==> config.mk <==
export PLATFORM = sky130hd
export DESIGN_NAME = resistor_ladder_button_debouncer
export DESIGN_NICKNAME = d
export VERILOG_FILES = /design/src/rtl/rlbd_pkg.sv /design/src/rtl/rlbd_ladder_decode.sv /design/src/rtl/rlbd_core.sv /design/src/rtl/resistor_ladder_button_debouncer.sv
export SDC_FILE = /design/constraint.sdc
export NUM_CORES = 1
export LEC_CHECK = 0
export BUFFER_PORTS_ARGS = -buffer_cell sky130_fd_sc_hd__clkbuf_2
export CORE_MARGIN = 10
export CORE_UTILIZATION = 40
export CTS_CLUSTER_DIAMETER = 60
export DETAILED_ROUTE_END_ITERATION = 16
export HOLD_SLACK_MARGIN = 0.06
export PLACE_DENSITY = 0.65
export SLEW_MARGIN = 20
export SYNTH_ARGS = -nofsm -noshare
export SYNTH_HDL_FRONTEND = slang
export SYNTH_SLANG_ARGS = --single-unit
==> constraint.sdc <==
create_clock -name clk -period 5.7 [get_ports clk]
set_clock_uncertainty 0.1 [all_clocks]
set_input_delay 0.57 -clock clk [delete_from_list [all_inputs] [get_ports clk]]
set_output_delay 0.57 -clock clk [all_outputs]
set_load 0.1 [all_outputs]
==> src/rtl/rlbd_pkg.sv <==
`default_nettype none

package rlbd_pkg;

  // Item modes
  typedef enum logic [1:0] {
    MODE_SAMPLE       = 2'd0,
    MODE_TAKE_PRESS   = 2'd1,
    MODE_TAKE_RELEASE = 2'd2
  } mode_t;

  localparam int unsigned ADC_W  = 10;
  localparam int unsigned CODE_W = 3;
  localparam int unsigned TIME_W = 32;
  localparam int unsigned DEB_W  = 16;

  localparam logic [CODE_W-1:0] CODE_NONE = 3'd0;

  // Ladder thresholds
  localparam logic [ADC_W-1:0] THR_IDLE_MAX = 10'd100;
  localparam logic [ADC_W-1:0] THR_B2       = 10'd200;
  localparam logic [ADC_W-1:0] THR_B3       = 10'd300;
  localparam logic [ADC_W-1:0] THR_B4       = 10'd450;
  localparam logic [ADC_W-1:0] THR_B5       = 10'd600;
  localparam logic [ADC_W-1:0] THR_B6       = 10'd800;
  localparam logic [ADC_W-1:0] THR_GAP      = 10'd900;
  localparam logic [ADC_W-1:0] THR_GAP_MAX  = 10'd1000;

  localparam logic [DEB_W-1:0] DEBOUNCE_RESET = 16'd50;

  typedef struct packed {
    mode_t              mode;
    logic [ADC_W-1:0]   adc_sample;
    logic [TIME_W-1:0]  now_ms;
  } in_item_t;

  typedef struct packed {
    logic [CODE_W-1:0] button_state;
    logic              event_valid;
    logic [CODE_W-1:0] event_button;
  } out_item_t;

endpackage

`default_nettype wire

==> src/rtl/rlbd_ladder_decode.sv <==
`default_nettype none

module rlbd_ladder_decode (
  input  wire logic [rlbd_pkg::ADC_W-1:0]  sample,
  output logic      [rlbd_pkg::CODE_W-1:0] code
);
  import rlbd_pkg::*;

  // Map the ladder voltage to a button code; the gap band reads as no button
  always_comb begin
    priority if (sample <= THR_IDLE_MAX) code = CODE_NONE;
    else if (sample < THR_B2)            code = 3'd1;
    else if (sample < THR_B3)            code = 3'd2;
    else if (sample < THR_B4)            code = 3'd3;
    else if (sample < THR_B5)            code = 3'd4;
    else if (sample < THR_B6)            code = 3'd5;
    else if (sample < THR_GAP)           code = 3'd6;
    else if (sample > THR_GAP_MAX)       code = 3'd7;
    else                                 code = CODE_NONE;
  end

endmodule

`default_nettype wire

==> src/rtl/rlbd_core.sv <==
`default_nettype none

module rlbd_core (
  input  wire logic                         clk,
  input  wire logic                         rst_n,
  input  wire logic                         advance,
  input  wire rlbd_pkg::in_item_t           item,
  input  wire logic [rlbd_pkg::DEB_W-1:0]   debounce_time,
  output rlbd_pkg::out_item_t               result
);
  import rlbd_pkg::*;

  logic [CODE_W-1:0] stable_r, stable_nxt;
  logic [TIME_W-1:0] last_change_r, last_change_nxt;
  logic [CODE_W-1:0] press_r, press_nxt;
  logic [CODE_W-1:0] release_r, release_nxt;
  logic [CODE_W-1:0] code;
  logic [TIME_W-1:0] elapsed;
  logic              change;

  rlbd_ladder_decode u_decode (
    .sample (item.adc_sample),
    .code   (code)
  );

  // Wrapping elapsed time since the last accepted change
  assign elapsed = item.now_ms - last_change_r;
  assign change  = (elapsed > {{(TIME_W-DEB_W){1'b0}}, debounce_time}) && (code != stable_r);

  always_comb begin
    stable_nxt          = stable_r;
    last_change_nxt     = last_change_r;
    press_nxt           = press_r;
    release_nxt         = release_r;
    result.event_valid  = 1'b0;
    result.event_button = CODE_NONE;
    unique case (item.mode)
      MODE_SAMPLE: begin
        if (change) begin
          stable_nxt      = code;
          last_change_nxt = item.now_ms;
          if (code != CODE_NONE) press_nxt = code;
          else                   release_nxt = stable_r;
        end
      end
      MODE_TAKE_PRESS: begin
        if (press_r != CODE_NONE) begin
          result.event_valid  = 1'b1;
          result.event_button = press_r;
          press_nxt           = CODE_NONE;
        end
      end
      MODE_TAKE_RELEASE: begin
        if (release_r != CODE_NONE) begin
          result.event_valid  = 1'b1;
          result.event_button = release_r;
          release_nxt         = CODE_NONE;
        end
      end
      default: ;
    endcase
    result.button_state = stable_nxt;
  end

  always_ff @(posedge clk) begin
    if (!rst_n) begin
      stable_r      <= CODE_NONE;
      last_change_r <= '0;
      press_r       <= CODE_NONE;
      release_r     <= CODE_NONE;
    end else if (advance) begin
      stable_r      <= stable_nxt;
      last_change_r <= last_change_nxt;
      press_r       <= press_nxt;
      release_r     <= release_nxt;
    end
  end

endmodule

`default_nettype wire

==> src/rtl/resistor_ladder_button_debouncer.sv <==
`default_nettype none

// Resistor-ladder keypad decoder with debounce and press/release event latches.
// Each item is registered on entry, then decoded and applied to the debounce
// state in the same cycle that it moves into the result register, so the block
// takes one item per clock while out_stall is low. A result passes through the
// input register and then the result register, with the state update between
// them, before it reaches the outputs. A stalled result holds the input
// register, so at most two items wait inside the block.
// A mode 0 item decodes the ten-bit sample and accepts a change of the
// debounced code only once more than debounce_time ms (wrapping 32-bit time)
// have passed since the last accepted change; a new nonzero code latches a
// press, a drop to zero latches the released code. Mode 1 and mode 2 items take
// and clear the press or release latch. Write debounce_time (reset 50) only
// while no item is in flight; cfg_ready is always high.
module resistor_ladder_button_debouncer (
  input  wire logic                        clk,
  input  wire logic                        rst_n,
  input  wire logic                        in_valid,
  output logic                             in_stall,
  input  wire rlbd_pkg::in_item_t          in_item,
  output logic                             out_valid,
  input  wire logic                        out_stall,
  output rlbd_pkg::out_item_t              out_item,
  input  wire logic                        cfg_valid,
  output logic                             cfg_ready,
  input  wire logic [rlbd_pkg::DEB_W-1:0]  cfg_debounce_time
);
  import rlbd_pkg::*;

  logic              in_valid_r;
  in_item_t          in_item_r;
  logic              out_valid_r;
  out_item_t         out_item_r;
  out_item_t         result;
  logic [DEB_W-1:0]  debounce_r;
  logic              advance;

  // Move the held item into the result register whenever that slot is free
  assign advance   = in_valid_r && (!out_valid_r || !out_stall);
  assign in_stall  = in_valid_r && !advance;
  assign cfg_ready = 1'b1;
  assign out_valid = out_valid_r;
  assign out_item  = out_item_r;

  // Hold the debounce time
  always_ff @(posedge clk) begin
    if (!rst_n) begin
      debounce_r <= DEBOUNCE_RESET;
    end else if (cfg_valid && cfg_ready) begin
      debounce_r <= cfg_debounce_time;
    end
  end

  // Input register: take a new item whenever the current one leaves or none is held
  always_ff @(posedge clk) begin
    if (!rst_n) begin
      in_valid_r <= 1'b0;
    end else if (!in_stall) begin
      in_valid_r <= in_valid;
    end
  end

  always_ff @(posedge clk) begin
    if (in_valid && !in_stall) begin
      in_item_r <= in_item;
    end
  end

  rlbd_core u_core (
    .clk           (clk),
    .rst_n         (rst_n),
    .advance       (advance),
    .item          (in_item_r),
    .debounce_time (debounce_r),
    .result        (result)
  );

  // Result register: drop the item once taken, load the next on advance
  always_ff @(posedge clk) begin
    if (!rst_n) begin
      out_valid_r <= 1'b0;
    end else if (advance) begin
      out_valid_r <= 1'b1;
    end else if (!out_stall) begin
      out_valid_r <= 1'b0;
    end
  end

  always_ff @(posedge clk) begin
    if (advance) begin
      out_item_r <= result;
    end
  end

endmodule

`default_nettype wire
==> results of run 1 <==
repair_timing:
item | CTS | global route
endpoints found under the setup margin | 0 | 10
resized for setup | 0 | 4
setup buffers | 0 | 0
sequential cells by signal, indices dropped and copies added (netlist names):
name / count
debounce_r: 16
u_core.press_r: 3
u_core.release_r: 3
out_item: 7
out_valid: 1
u_core.stable_r: 3
in_item_r: 44
in_valid_r: 1
u_core.last_change_r: 32
final timing paths:
kind | from | slack (ns) | to
setup / recovery | in_item_r[3]$_DFFE_PP_ | 0.37 | u_core.press_r[0]$_SDFFE_PN0P_
hold / removal | in_item[22] | 0.27 | in_item_r[22]$_DFFE_PP_
setup reg to reg | in_item_r[3]$_DFFE_PP_ | 0.37 | u_core.press_r[0]$_SDFFE_PN0P_
hold reg to reg | u_core.last_change_r[17]$_SDFFE_PN0P_ | 0.36 | u_core.last_change_r[17]$_SDFFE_PN0P_
power groups by stage:
stage	registers (W)	logic, W	clock network (W)
final	0.000885	0.000435	0.000639
after global placement	0.000903	0.000425	0
after detailed placement	0.000903	0.000425	0
after CTS	0.000886	0.000427	0.000663
after global routing	0.000890	0.000485	0.000690
after floorplan	0.000916	0.000297	0
final cells by class:
cell class,count,share of cell area (%)
Clock buffer,10,2.977
Clock inverter,6,0.6859
Inverter,60,2.806
Multi-Input combinational cell,621,51.11
Sequential cell,110,33.80
Tap cell,225,3.507
Timing Repair Buffer,79,5.113
Yosys cell counts, types with 3 or more instances:
cell type and number:
a211oi_1 9, a21o_1 16, a21oi_1 51, a221oi_1 4, a22oi_1 5, a31oi_1 11
and2_1 3, and3_1 6, buf_2 6, buf_6 6, clkbuf_1 19, dfxtp_1 59
edfxtp_1 51, ha_1 50, inv_1 60, mux2i_1 46, nand2_1 134, nand2b_1 9
nand3_1 11, nand3b_1 3, nand4_1 17, nor2_1 57, nor2b_1 12, nor3_1 18
nor3b_1 3, nor4_1 8, o2111ai_1 3, o211ai_1 11, o21a_1 8, o21ai_0 29
o21ai_1 4, o221ai_1 3, o31a_1 3, o31ai_1 7, or2_2 6, or3_1 8
xnor2_1 9, xor2_1 9
layer usage:
layer	track usage, %	up-vias	share of wire [%]
li1	-	3099	-
met1	20.98	2886	46
met2	25.86	204	46
met3	3.068	30	5.7
met4	5.578	0	2.4
met5	0	-	0
through the flow:
| stage | power [W] | utilization (%) | hold WS, ns |
|---|---|---|---|
| 2_1_floorplan | 0.001213 | - | 0.3347 |
| 3_3_place_gp | 0.001328 | 44.12 | 0.3419 |
| 3_5_place_dp | 0.001328 | 44.12 | 0.3459 |
| 4_1_cts | 0.001975 | 45.80 | 0.2619 |
| 5_1_grt | 0.002066 | 45.93 | 0.2655 |
| 6_report | 0.001960 | 45.93 | 0.2715 |
cell usage in the layout, fill, tap and decap left out, types with 4 or more instances in the layout:
master,netlist,layout
o21a_1,8,8
or2_2,6,6
clkbuf_16,0,9
nand3_1,11,11
o31ai_1,7,7
nor3_1,18,18
edfxtp_1,51,51
o21ai_0,29,28
inv_1,60,60
nor2_1,57,57
a21oi_1,51,51
a31oi_1,11,11
xor2_1,9,9
o211ai_1,11,11
clkbuf_2,0,73
a221oi_1,4,4
dfxtp_1,59,59
nand4_1,17,17
nand2b_1,9,9
o21ai_1,4,5
buf_4,2,6
nor2b_1,12,11
xnor2_1,9,9
or3_1,8,8
a22oi_1,5,5
nand2_1,134,134
a211oi_1,9,8
and3_1,6,6
ha_1,50,50
a21o_1,16,16
mux2i_1,46,46
nor4_1,8,8
cell families after synthesis:
logic type / Yosys count
compound gates: 199
flops: 110
fa+ha+maj: 51
other cells: 1
xor+xnor: 18
buf+inv: 93
mux: 46
simple gates: 306
==> results.ini, run 1 <==
[global_route]
antenna_found_initial = 0
grt_pass1_wl_um = 31780
grt_max_degree = 71
grt_pass1_vias = 6264
track_usage_pct = 16.07
gr-total-overflow = 0

[critical_path]
worstPathMaxFanout = 14
cp.depth = 18
cp.arrival_ns = 5.50
cp_cell_sequence = ha_1, a21o_1, a21oi_1, a211oi_2, nor3_1, o21ai_0, xor2_1, ha_1, nand4_1, or4_1, or2_2, a32o_1, a2111o_1, nor4_4, a41o_1, nor2_4, buf_4, o31ai_1
critPathSlowestCell = or4_1
cpMostUsedCell = ha_1
crit_family = compound AO/OA/AOI/OAI gates
path_buf_inv = 1
r2r_cells = 18
critPathMaxStageDelay_ns = 0.52
path_class = register to register
end_kind = register
startpoint_type = register
crit_required_ns = 5.88

[sta]
fin_ws_ns = 0.3719
period_share_pct = 93.48
setup_tns_ns = 0
setup-violations-final = 0
max_freq_ghz = 0.1877
tightest_slew_ns = 0.9005
min_period_ns = 5.328
rsz0062_at_grt = false
slew-limit-headroom_pct = 39.41
hold_viol_final = 0
slew_viol_final = 0

[synth]
yosysTopAreaCell = edfxtp_1
synthCells = 824
ys.warnings.count = 0
synth_top_family_by_area = simple AND/OR/NAND/NOR gates
synth_nets = 940
synth_cell_types = 74
synth-simple-area-share_pct = 20.17
synth_top_flop_cell = dfxtp_1
ys_top_cells_by_area = edfxtp_1 (21%), dfxtp_1 (16%), ha_1 (8.7%)
synth_compound_area_share_pct = 18.83
synth-xor-area-share_pct = 2.191
synth_edf_count = 51
synthesis.area_mm2 = 0.007196
synth_top_area_share_pct = 21.28
ys_seq_area_share_pct = 37.70
syn_avg_cell_area_um2 = 8.733
yosys.area_share.adder_pct = 8.972
muxShareOfSynthArea_pct = 6.399
async_flop_share_pct = 0
postSynthRegisterBits = 110

[floorplanning]
start_util_pct = 41.17
fp-row-count = 48
io_pins = 75
die_area_mm2 = 0.02375
die_h_um = 154.1
fp.dieW_um = 154.1
core_mm2 = 0.01748

[cts]
clk_pin_slew_ns = 0.08
cts_hold_buf = 0
cts-root-buf = clkbuf_16
cts_tree = built
cts_buffers = 9
cts_sinks = 110
cts_buffer_depth = 2
insertion_delay_ns = 0.37
h-tree-depth = 3

[power]
comb_power_share_pct = 22.2
vdd_drop_max_uv = 176.8
power_density_mw_per_mm2 = 244.2
pwr-share-clk_pct = 32.6
p_int_w = 0.001337
power_switching_w = 0.0006224
share_seq_of_total_power_pct = 45.2
swShare_pct = 31.76
p_leak_nw = 3.056

[route]
via_per_inst = 5.598
routed_wl_um = 19180
routedWlPerCell_um = 17.26
first_pass_iters = 5
routed-via-count = 6219
ant_nets = 0
drt_iter0_markers = 583
drc = 0

[final_layout]
seq_area_mm2 = 0.002713
design_area_mm2 = 0.008026
fin_nets = 997
layout.cells.non_filler = 1111
n_antenna_cell = 0
area_growth_pct = 11.55
fillerInstances = 1729
drive_above_1_share_pct = 13.09
multi_input_area_mm2 = 0.004103

[placement]
post-dp-hpwl_um = 14700
place_ws_ns = 0.3900
dp.cells = 1095
gp_congestion = 0.9359
postPlaceCellArea_mm2 = 0.007711
portBuffers = 73

[flow_run]
maxCapViolCount = 0

[worst_hold_path]
whs_path_depth = 1
hp-class = input port to register

[run_status]
outcome = completed

No activity file was read; power rests on OpenSTA's default activity.
==> run 2, diff against run 1 <==
--- a/config.mk
+++ b/config.mk
@@ -6,13 +6,16 @@
 export NUM_CORES = 1
 export LEC_CHECK = 0
 export BUFFER_PORTS_ARGS = -buffer_cell sky130_fd_sc_hd__clkbuf_2
+export CORE_ASPECT_RATIO = 0.9
 export CORE_MARGIN = 10
 export CORE_UTILIZATION = 40
 export CTS_CLUSTER_DIAMETER = 60
 export DETAILED_ROUTE_END_ITERATION = 16
 export HOLD_SLACK_MARGIN = 0.06
 export PLACE_DENSITY = 0.65
+export REMOVE_ABC_BUFFERS = 1
 export SLEW_MARGIN = 20
 export SYNTH_ARGS = -nofsm -noshare
 export SYNTH_HDL_FRONTEND = slang
+export SYNTH_HIERARCHICAL = 1
 export SYNTH_SLANG_ARGS = --single-unit
==> results.ini, run 2 <==
[cts]
insertion_delay_ns = 0.36  ; about the same
cts_hold_buf = 0  ; unchanged
post_cts_resized = 0  ; unchanged
cts_buffer_depth = 2  ; unchanged
h-tree-depth = 3  ; unchanged
cts_buffers = 9  ; unchanged
cts_setup_buffers = 0  ; unchanged
cts_tree = built
cts-root-buf = clkbuf_16
cts_sinks = 110  ; unchanged
clk_pin_slew_ns = 0.08  ; about the same

[route]
via_per_inst = 5.186  ; -7.3%
routed_wl_um = 14510  ; -24%
routed-via-count = 5176  ; -17%
routedWlPerCell_um = 14.54  ; -16%
drt_iter0_markers = 302  ; -48%
first_pass_iters = 5  ; unchanged
drc = 0  ; unchanged
ant_nets = 0  ; unchanged

[placement]
portBuffers = 73  ; unchanged
postPlaceCellArea_mm2 = 0.007188  ; -6.8%
post-dp-hpwl_um = 11160  ; -24%
place_ws_ns = 0.4514  ; +0.06143 ns
dp.cells = 982  ; -10%
gp_congestion = 0.8711  ; -6.9%

[power]
power_switching_w = 0.0005331  ; -14%
p_int_w = 0.001365  ; +2.0%
vdd_drop_max_uv = 133.0  ; -25%
share_seq_of_total_power_pct = 46.7  ; +1.5 points
p_leak_nw = 2.982  ; -2.4%
swShare_pct = 28.09  ; -3.7 points
power_density_mw_per_mm2 = 253.0  ; +3.6%
comb_power_share_pct = 18.6  ; -3.6 points
pwr-share-clk_pct = 34.7  ; +2.1 points

[floorplanning]
core_mm2 = 0.01630  ; -6.8%
fp-row-count = 44  ; -8.3%
io_pins = 75  ; unchanged
fp.dieW_um = 156.3  ; +1.4%
start_util_pct = 41.06  ; -0.11 points
die_h_um = 142.7  ; -7.4%
die_area_mm2 = 0.02231  ; -6.1%

[synth]
async_flop_share_pct = 0  ; unchanged
ys_top_cells_by_area = edfxtp_1 (23%), dfxtp_1 (18%), ha_1 (9.3%)
synth_edf_count = 51  ; unchanged
ys.warnings.count = 6  ; +6
synthCells = 723  ; -12%
synth_top_flop_cell = dfxtp_1
yosysMostFrequentCell = nand2_1
syn_avg_cell_area_um2 = 9.255  ; +6.0%
synth_top_area_share_pct = 22.89  ; +1.6 points
synthTopCellsByCount = nand2_1 (122), dfxtp_1 (59), mux2i_1 (59), inv_1 (55), edfxtp_1 (51)
postSynthRegisterBits = 110  ; unchanged
ys_seq_area_share_pct = 40.54  ; +2.8 points
synthesis.area_mm2 = 0.006691  ; -7.0%
yosysTopAreaCell = edfxtp_1
synth_cell_types = 67  ; -9.5%

[critical_path]
startpoint_type = register
path_class = register to register
worstPathMaxFanout = 32  ; +18
cp.arrival_ns = 5.40  ; -0.10 ns
crit_required_ns = 5.81  ; -0.07 ns
end_kind = register

[run_status]
outcome = completed

[sta]
hold_viol_final = 0  ; unchanged
max_freq_ghz = 0.1891  ; +0.77%
slew-limit-headroom_pct = 48.83  ; +9.4 points
tightest_slew_ns = 0.7605  ; -0.1400 ns
slew_viol_final = 0  ; unchanged
fin_ws_ns = 0.4129  ; +0.04096 ns
setup-violations-final = 0  ; unchanged
setup_tns_ns = 0  ; unchanged
rsz0062_at_grt = false
period_share_pct = 92.76  ; -0.72 points
min_period_ns = 5.287  ; -0.04096 ns

[final_layout]
utilization_pct = 46.04  ; +0.11 points
layout.cells.non_filler = 998  ; -10%
mostFrequentLayoutCell = nand2_1
fillerInstances = 1550  ; -10%
regMostFlops = in_item_r
top_regs = in_item_r x44, u_core/last_change_r x32, debounce_r x16
largest_reg_flops = 44  ; unchanged
area_growth_pct = 12.12
drive_above_1_share_pct = 14.03  ; +0.94 points
fin_nets = 902  ; -9.5%
n_antenna_cell = 0  ; unchanged
design_area_mm2 = 0.007502  ; -6.5%
final_cell_mix = nand2_1 (122), clkbuf_2 (72), mux2i_1 (59), dfxtp_1 (59), inv_1 (55)

[global_route]
gr-total-overflow = 0  ; unchanged
grt_pass1_vias = 5193  ; -17%
grt_pass1_wl_um = 24830  ; -22%
track_usage_pct = 13.50  ; -2.6 points
antenna_found_initial = 0  ; unchanged
grt_max_degree = 52  ; -27%

[worst_hold_path]
hp-class = input port to register

[flow_run]
maxCapViolCount = 0  ; unchanged

==> run 2: kinds of logic (layout without fill, tap and decap cells) <==
family,Yosys count,in the layout,share of synthesized area [%]
fa+ha+maj,51,51,9.648
buf+inv,79,147,5.441
compound gates,138,138,13.59
simple gates,261,261,18.64
xor+xnor,21,21,2.749
mux,62,62,9.331
flops,110,110,40.54
other cells,1,1,0.05604
==> run 2: final timing paths <==
kind	from	end	slack [ns]	depth (start not counted)
hold reg to reg	u_core/last_change_r[15]$_SDFFE_PN0P_	u_core/last_change_r[15]$_SDFFE_PN0P_	0.36	2
setup / recovery	u_core/last_change_r[1]$_SDFFE_PN0P_	u_core/last_change_r[13]$_SDFFE_PN0P_	0.41	18
setup reg to reg	u_core/last_change_r[1]$_SDFFE_PN0P_	u_core/last_change_r[13]$_SDFFE_PN0P_	0.41	18
hold / removal	in_item[33]	in_item_r[33]$_DFFE_PP_	0.28	1
==> run 2: layer usage <==
layer | routed length, um | vias up | track usage, %
li1 | - | 2693 | -
met1 | 7313 | 2364 | 18.28
met2 | 6342 | 104 | 20.80
met3 | 673 | 15 | 3.303
met4 | 181 | 0 | 4.119
met5 | 0 | - | 0
==> run 2: critical path, cell delays in order (launching register included) <==
cell and delay, ns:
dfxtp_1 0.38, inv_1 0.07, ha_1 0.27, nor2b_1 0.17, o2111ai_1 0.25, a211oi_4 0.45
nor2_1 0.13, nor2_1 0.16, a31oi_1 0.11, xnor2_1 0.15, ha_1 0.30, nand4_1 0.13
or4_1 0.50, a211oi_1 0.27, or4bb_1 0.42, nor4_1 0.29, nand4_1 0.31, and4_4 0.48
mux2i_1 0.19
==> run 2: per-stage QoR <==
step	power [W]	hold slack [ns]
global placement	0.001252	0.3413
finish	0.001898	0.2792
global route	0.002002	0.2680
CTS	0.001924	0.2622
floorplan	0.001154	0.3347
detailed placement	0.001256	0.3466
==> run 2: layout make-up <==
type	instances	area (um^2)	area share [%]
Sequential cell	110	2713	36.16
Tap cell	207	259.0	3.452
Inverter	55	206.4	2.752
Timing Repair Buffer	76	387.9	5.170
Clock buffer	10	239.0	3.185
Clock inverter	6	75.07	1.001
Multi-Input combinational cell	534	3622	48.28
==> run 2: power groups by stage <==
stage	logic [W]	registers [W]	clock network, W
2_1_floorplan	0.000236	0.000918	0
3_3_place_gp	0.000348	0.000904	0
3_5_place_dp	0.000352	0.000904	0
4_1_cts	0.000354	0.000886	0.000683
5_1_grt	0.000398	0.000891	0.000713
6_report	0.000353	0.000886	0.000659
